**config.mk**
```make
export PLATFORM = sky130hd
export DESIGN_NAME = seeded_hash_bucket_index_unit
export DESIGN_NICKNAME = d
export VERILOG_FILES = /design/src/hdl/shb_pkg.sv /design/src/hdl/shb_mix_cell.sv /design/src/hdl/shb_fin_cell.sv /design/src/hdl/shb_div_cell.sv /design/src/hdl/seeded_hash_bucket_index_unit.sv
export SDC_FILE = /design/constraint.sdc
export NUM_CORES = 2
export LEC_CHECK = 0
export BUFFER_PORTS_ARGS = -buffer_cell sky130_fd_sc_hd__buf_2
export CAP_MARGIN = 5
export CORE_MARGIN = 5
export CORE_UTILIZATION = 65
export CTS_CLUSTER_DIAMETER = 40
export DETAILED_ROUTE_END_ITERATION = 8
export PLACE_DENSITY_LB_ADDON = 0.12
export SLEW_MARGIN = 20
export SYNTH_ARGS = -nofsm -noshare
export SYNTH_HDL_FRONTEND = slang
export SYNTH_HIERARCHICAL = 1
export SYNTH_SLANG_ARGS = --single-unit
```
**constraint.sdc**
```tcl
create_clock -name clk -period 9.82 [get_ports clk]
set_clock_uncertainty 0.15 [all_clocks]
set_input_delay 0.982 -clock clk [delete_from_list [all_inputs] [get_ports clk]]
set_output_delay 0.982 -clock clk [all_outputs]
set_load 0.03 [all_outputs]
```
**src/hdl/shb_pkg.sv**
```systemverilog
package shb_pkg;

  localparam int KEY_W           = 64;
  localparam int HASH_W          = 32;
  localparam int IDX_W           = 16;
  localparam int CFG_W           = 32;
  localparam int BC_W            = 17;
  localparam int BC_LIMIT        = 131071;
  localparam int BC_RESET        = 1024;
  localparam int MAX_BUCKETS_DEF = 65536;
  localparam int KEY_BYTES       = 8;
  localparam int CFG_IDX_W       = 1;

  localparam int MIX_SHL   = 10;
  localparam int MIX_SHR   = 6;
  localparam int FIN_SHL_A = 3;
  localparam int FIN_SHR   = 11;
  localparam int FIN_SHL_B = 15;

  typedef enum logic [CFG_IDX_W-1:0] {
    REG_HASH_SEED    = 1'b0,
    REG_BUCKET_COUNT = 1'b1
  } cfg_reg_t;

  typedef struct packed {
    logic              vld;
    logic [KEY_W-1:0]  key;
    logic [HASH_W-1:0] hash;
  } mix_t;

  typedef struct packed {
    logic              vld;
    logic [HASH_W-1:0] hash;
  } pipe_t;

endpackage

```
**src/hdl/shb_mix_cell.sv**
```systemverilog
module shb_mix_cell
  import shb_pkg::*;
(
  input  logic clk,
  input  logic rst_n,
  input  mix_t mix_in,
  output mix_t mix_out
);

  logic              vld_r;
  logic [KEY_W-1:0]  key_r;
  logic [HASH_W-1:0] hash_r;
  logic [KEY_W-1:0]  key_nxt;
  logic [HASH_W-1:0] hash_nxt;
  logic [HASH_W-1:0] h_add;
  logic [HASH_W-1:0] h_shl;

  // one byte round, key drains a byte per cell
  always_comb begin
    h_add    = mix_in.hash + HASH_W'(mix_in.key[7:0]);
    h_shl    = h_add + (h_add << MIX_SHL);
    hash_nxt = h_shl ^ (h_shl >> MIX_SHR);
    key_nxt  = mix_in.key >> 8;
  end

  always_ff @(posedge clk) begin
    if (!rst_n) begin
      vld_r <= 1'b0;
    end else begin
      vld_r <= mix_in.vld;
    end
  end

  always_ff @(posedge clk) begin
    key_r  <= key_nxt;
    hash_r <= hash_nxt;
  end

  assign mix_out.vld  = vld_r;
  assign mix_out.key  = key_r;
  assign mix_out.hash = hash_r;

endmodule

```
**src/hdl/shb_fin_cell.sv**
```systemverilog
module shb_fin_cell
  import shb_pkg::*;
(
  input  logic  clk,
  input  logic  rst_n,
  input  pipe_t fin_in,
  output pipe_t fin_out
);

  logic              vld_r;
  logic [HASH_W-1:0] hash_r;
  logic [HASH_W-1:0] hash_nxt;
  logic [HASH_W-1:0] h1;
  logic [HASH_W-1:0] h2;

  // final avalanche
  always_comb begin
    h1       = fin_in.hash + (fin_in.hash << FIN_SHL_A);
    h2       = h1 ^ (h1 >> FIN_SHR);
    hash_nxt = h2 + (h2 << FIN_SHL_B);
  end

  always_ff @(posedge clk) begin
    if (!rst_n) begin
      vld_r <= 1'b0;
    end else begin
      vld_r <= fin_in.vld;
    end
  end

  always_ff @(posedge clk) begin
    hash_r <= hash_nxt;
  end

  assign fin_out.vld  = vld_r;
  assign fin_out.hash = hash_r;

endmodule

```
**src/hdl/shb_div_cell.sv**
```systemverilog
module shb_div_cell
  import shb_pkg::*;
#(
  parameter int DIV_W = BC_W
)
(
  input  logic             clk,
  input  logic             rst_n,
  input  logic [DIV_W-1:0] divisor,
  input  pipe_t            div_in,
  input  logic [DIV_W-1:0] rem_in,
  input  logic             bit_in,
  output pipe_t            div_out,
  output logic [DIV_W-1:0] rem_out
);

  logic              vld_r;
  logic [HASH_W-1:0] hash_r;
  logic [DIV_W-1:0]  rem_r;
  logic [DIV_W-1:0]  rem_nxt;
  logic [DIV_W:0]    trial;
  logic [DIV_W:0]    dvs_ext;

  // one restoring step of the remainder
  always_comb begin
    trial   = {rem_in, bit_in};
    dvs_ext = {1'b0, divisor};
    if (trial >= dvs_ext) begin
      rem_nxt = DIV_W'(trial - dvs_ext);
    end else begin
      rem_nxt = DIV_W'(trial);
    end
  end

  always_ff @(posedge clk) begin
    if (!rst_n) begin
      vld_r <= 1'b0;
    end else begin
      vld_r <= div_in.vld;
    end
  end

  always_ff @(posedge clk) begin
    hash_r <= div_in.hash;
    rem_r  <= rem_nxt;
  end

  assign div_out.vld  = vld_r;
  assign div_out.hash = hash_r;
  assign rem_out      = rem_r;

endmodule

```
**src/hdl/seeded_hash_bucket_index_unit.sv**
```systemverilog
// channel   ports                                   transfer
// input     start, busy, in_key_value               start high, busy low
// result    out_valid, out_hash_value,              out_valid high, one cycle
//           out_bucket_index
// config    cfg_we, cfg_index, cfg_data             cfg_we high
//
// one key per cycle
// pipeline: 8 byte-mix cells, one avalanche cell, 32 remainder cells
// busy is high only while rst_n is low; reset empties the chain
// the receiver cannot stall; results leave on the fixed schedule
module seeded_hash_bucket_index_unit
  import shb_pkg::*;
#(
  parameter int MAX_BUCKETS = MAX_BUCKETS_DEF
)
(
  input  logic                 clk,
  input  logic                 rst_n,
  input  logic                 start,
  output logic                 busy,
  input  logic [KEY_W-1:0]     in_key_value,
  output logic                 out_valid,
  output logic [HASH_W-1:0]    out_hash_value,
  output logic [IDX_W-1:0]     out_bucket_index,
  input  logic                 cfg_we,
  input  logic [CFG_IDX_W-1:0] cfg_index,
  input  logic [CFG_W-1:0]     cfg_data
);

  localparam int DIV_MAX    = (MAX_BUCKETS > BC_LIMIT) ? BC_LIMIT : MAX_BUCKETS;
  localparam int DIV_W      = $clog2(DIV_MAX + 1);
  localparam int DIV_RESET  = (BC_RESET > MAX_BUCKETS) ? MAX_BUCKETS : BC_RESET;
  localparam int DIV_STAGES = HASH_W;
  localparam int LATENCY    = KEY_BYTES + 1 + DIV_STAGES;

  logic [HASH_W-1:0] seed_r;
  logic [DIV_W-1:0]  div_r;
  logic [DIV_W-1:0]  div_nxt;
  logic [31:0]       bc_ext;

  mix_t              mix_q [0:KEY_BYTES];
  pipe_t             fin_in;
  pipe_t             div_q [0:DIV_STAGES];
  logic [DIV_W-1:0]  rem_q [0:DIV_STAGES];

  assign busy = !rst_n;

  // zero reads as one, above the limit saturates
  always_comb begin
    bc_ext = 32'(cfg_data[BC_W-1:0]);
    if (bc_ext == 32'd0) begin
      div_nxt = DIV_W'(1);
    end else if (bc_ext > 32'(MAX_BUCKETS)) begin
      div_nxt = DIV_W'(DIV_MAX);
    end else begin
      div_nxt = DIV_W'(bc_ext);
    end
  end

  always_ff @(posedge clk) begin
    if (!rst_n) begin
      seed_r <= '0;
      div_r  <= DIV_W'(DIV_RESET);
    end else if (cfg_we) begin
      unique case (cfg_index)
        REG_HASH_SEED:    seed_r <= cfg_data[HASH_W-1:0];
        REG_BUCKET_COUNT: div_r  <= div_nxt;
      endcase
    end
  end

  assign mix_q[0].vld  = start && !busy;
  assign mix_q[0].key  = in_key_value;
  assign mix_q[0].hash = seed_r + HASH_W'(KEY_BYTES);

  for (genvar g = 0; g < KEY_BYTES; g++) begin : g_mix
    shb_mix_cell u_mix (
      .clk     (clk),
      .rst_n   (rst_n),
      .mix_in  (mix_q[g]),
      .mix_out (mix_q[g+1])
    );
  end

  assign fin_in.vld  = mix_q[KEY_BYTES].vld;
  assign fin_in.hash = mix_q[KEY_BYTES].hash;

  shb_fin_cell u_fin (
    .clk     (clk),
    .rst_n   (rst_n),
    .fin_in  (fin_in),
    .fin_out (div_q[0])
  );

  assign rem_q[0] = '0;

  for (genvar g = 0; g < DIV_STAGES; g++) begin : g_div
    shb_div_cell #(
      .DIV_W (DIV_W)
    ) u_div (
      .clk     (clk),
      .rst_n   (rst_n),
      .divisor (div_r),
      .div_in  (div_q[g]),
      .rem_in  (rem_q[g]),
      .bit_in  (div_q[g].hash[DIV_STAGES-1-g]),
      .div_out (div_q[g+1]),
      .rem_out (rem_q[g+1])
    );
  end

  assign out_valid        = div_q[DIV_STAGES].vld;
  assign out_hash_value   = div_q[DIV_STAGES].hash;
  assign out_bucket_index = IDX_W'(rem_q[DIV_STAGES]);

  a_latency: assert property (@(posedge clk) disable iff (!rst_n)
    out_valid == ($past(start && !busy, LATENCY) === 1'b1))
    else $error("result strobe out of step with accepted keys");

  a_hash_carry: assert property (@(posedge clk) disable iff (!rst_n)
    out_valid |-> out_hash_value == $past(div_q[0].hash, DIV_STAGES))
    else $error("hash altered in the remainder chain");

  a_key_drained: assert property (@(posedge clk) disable iff (!rst_n)
    mix_q[KEY_BYTES].vld |-> mix_q[KEY_BYTES].key == '0)
    else $error("key bytes left after the mix chain");

endmodule

```
==> metrics.md <==
| Metric | Value |
|---|---|
| Data required, critical path | 10430 ps |
| CP endpoint kind | flop |
| GR Overflow Total | 0 |
| Area Growth Syn to Fin | 11.7% |
| Port Buf Inserts | 150 |
| Sink Count | 2169 |
| Vias in the first global route | 73.1k |
| First-pass GRT wire length | 374000 um |
| Floorplan row count | 146 |
| Final ANT Viol Nets | 0 |
| Clock Pin Slew Worst Setup and Hold Paths | 60 ps |
| Type of origin of the critical path | flop |
| Ant diodes | 0 |
| Die footprint | 168000 um2 |
| Crit path max fanout | 6 |
| Cts bufs inserted | 297 |
| Drt pass-1 iters | 9 |
| GP Congestion | 0.895 |
| Tmin final | 5840 ps |
| Largest net degree at the start of global routing | 45 |
| Min setup slack post-route | 3980 ps |
| Worst Hold Depth | 1 |
| WHS Endpoint | g_mix[0].u_mix/key_r[16]$_DFF_P_ |
| Clk_lat worst skew | 920 ps |
| Drt via density | 5.76 |
| Mapped Area | 104000 um2 |
| Post-DR wirelength/cell | 18.0 um |
| Die Y-Extent | 410 um |
| Worst Tran Pin Value | 1000 ps |
| Finished Cell Area | 116000 um2 |
| Setup_tns | 0 ps |
| R2r endpoint | g_mix[0].u_mix/hash_r[25]$_DFF_P_ |
| Hold Path Class | input port to flop |
| Status | finished clean |
| Synthesized area per cell | 10.3 um2 |
| Final period utilization | 0.595 |
| DP Worst Slack | 3490 ps |
| CTS Root Cell | clkbuf_16 |
| DR DRC count | 0 |
| Final Setup Violations | 0 |
| R2r startpoint | seed_r[3]$_SDFFE_PN0P_ |
| FMAX | 171 MHz |
| Total track usage | 0.267 |
| DR iter-0 viols | 4712 |
| Via count | 73.2k |
| R2R cell count | 17 |
| R2r setup slk | 3980 ps |
| Clock buffer depth | 4 |
| Max_slew headroom | 0.326 |
| Cts repair resizes | 0 |
| Synthesis Warnings | 6 |
| WS Path Type | flop to flop |
| Ports | 151 |
| Worst hold start | in_key_value[24] |
| Die width | 410 um |
| Commonest cells after routing, fill and taps aside | 2152 x dfxtp_1, 813 x ha_1, 805 x inv_1, 747 x a21oi_1, 535 x xor2_1 |
| Layout cell share with drive strength beyond 1 | 0.149 |
| Routed WL | 229000 um |
| Gate Count Post-Synth | 10.1k |
| Final nets | 11.4k |
| Core ar. | 159000 um2 |
| Critical path data arrival time | 6460 ps |
| CTS H-tree depth | 5 |
| Endpoints failing hold | 0 |
| Max-slew violation count | 0 |
| Area after DPL | 106000 um2 |
| TritonCTS clock tree | yes |
| HPWL after DPL | 161000 um |
| Initial Util | 0.655 |
| Slowest stage delay, CP | 860 ps |
| RSZ-0062 raised after global routing | no |
| Most common cell after layout, fill and taps aside | dfxtp_1 |
| MaxCap Viol Count | 0 |
| Critical-path cell list | ha_1 -> nand2_1 -> nor4_1 -> nand3_1 -> xnor2_1 -> nand3_1 -> nor3_1 -> nand4b_1 -> nor2_1 -> xor2_1 -> ha_1 -> a21oi_1 -> inv_1 -> maj3_2 -> a21oi_2 -> o21ai_2 -> xnor3_1 |
| Critical-path top delay cell | nor4_1 |
| Initial antenna violation count | 0 |
## through the flow
step | utilization | std cells | hold slack, ps
floorplan | - | 10100 | 160
global placement | 0.667 | 12200 | 160
detailed placement | 0.667 | 12200 | 162
CTS | 0.732 | 12700 | 0.196
global route | 0.732 | 12700 | 14.6
finish | 0.732 | 12700 | 60.2
## metal layers
| metal | vias up | wire length [um] | global-route usage |
|---|---|---|---|
| li1 | 36300 | - | - |
| met1 | 34700 | 101000 | 0.345 |
| met2 | 1786 | 110000 | 0.457 |
| met3 | 475 | 9550 | 0.0345 |
| met4 | 0 | 8140 | 0.102 |
| met5 | - | 0 | 0 |
## worst max-delay path: cells and delay by family (launching register included)
family / cells / cell delay [ps]
xor+xnor: 3 / 1170
compound gates: 3 / 490
buf+inv: 1 / 90
flops: 1 / 420
fa+ha+maj: 3 / 900
simple gates: 7 / 2480
## how the worst max path moves through the flow
stage | from | endpoint | slack (ps) | cells after the start
floorplan | in_key_value[0] | g_mix[0].u_mix/hash_r[22]$_DFF_P_ | 4210 | 21
global placement | in_key_value[0] | g_mix[0].u_mix/hash_r[24]$_DFF_P_ | 3480 | 22
detailed placement | in_key_value[0] | g_mix[0].u_mix/hash_r[24]$_DFF_P_ | 3490 | 22
CTS | seed_r[3]$_SDFFE_PN0P_ | g_mix[0].u_mix/hash_r[25]$_DFF_P_ | 4070 | 17
global route | seed_r[3]$_SDFFE_PN0P_ | g_mix[0].u_mix/hash_r[25]$_DFF_P_ | 3600 | 17
finish | seed_r[3]$_SDFFE_PN0P_ | g_mix[0].u_mix/hash_r[25]$_DFF_P_ | 3980 | 17
## repair_timing
action                    in CTS  in global routing
hold endpoints to repair      15                  0
hold buffers                  15                  0
setup buffers                  0                  0
## flip-flops by register name, summed over array words and instances (netlist names)
| register | count |
|---|---|
| g_mix.u_mix/vld_r | 8 |
| g_div.u_div/hash_r | 1024 |
| g_div.u_div/rem_out | 543 |
| g_mix.u_mix/hash_r | 256 |
| u_fin/hash_r | 32 |
| g_div.u_div/vld_r | 32 |
| u_fin/vld_r | 1 |
| seed_r | 32 |
| div_r | 17 |
| g_mix.u_mix/key_r | 224 |
## cell type report
cell class              instances  area, um2
multi-input cells            6935      55700
flip-flops and latches       2169      43400
fillers                     11200      42600
clock buffers                 356       8090
inverters                     806       3030
well taps                    2072       2590
clock inverters               160       2040
repair buffers                214       1270
Power is not shown: default switching activity piles up to over one toggle a cycle in this logic, so the estimate is an artifact.
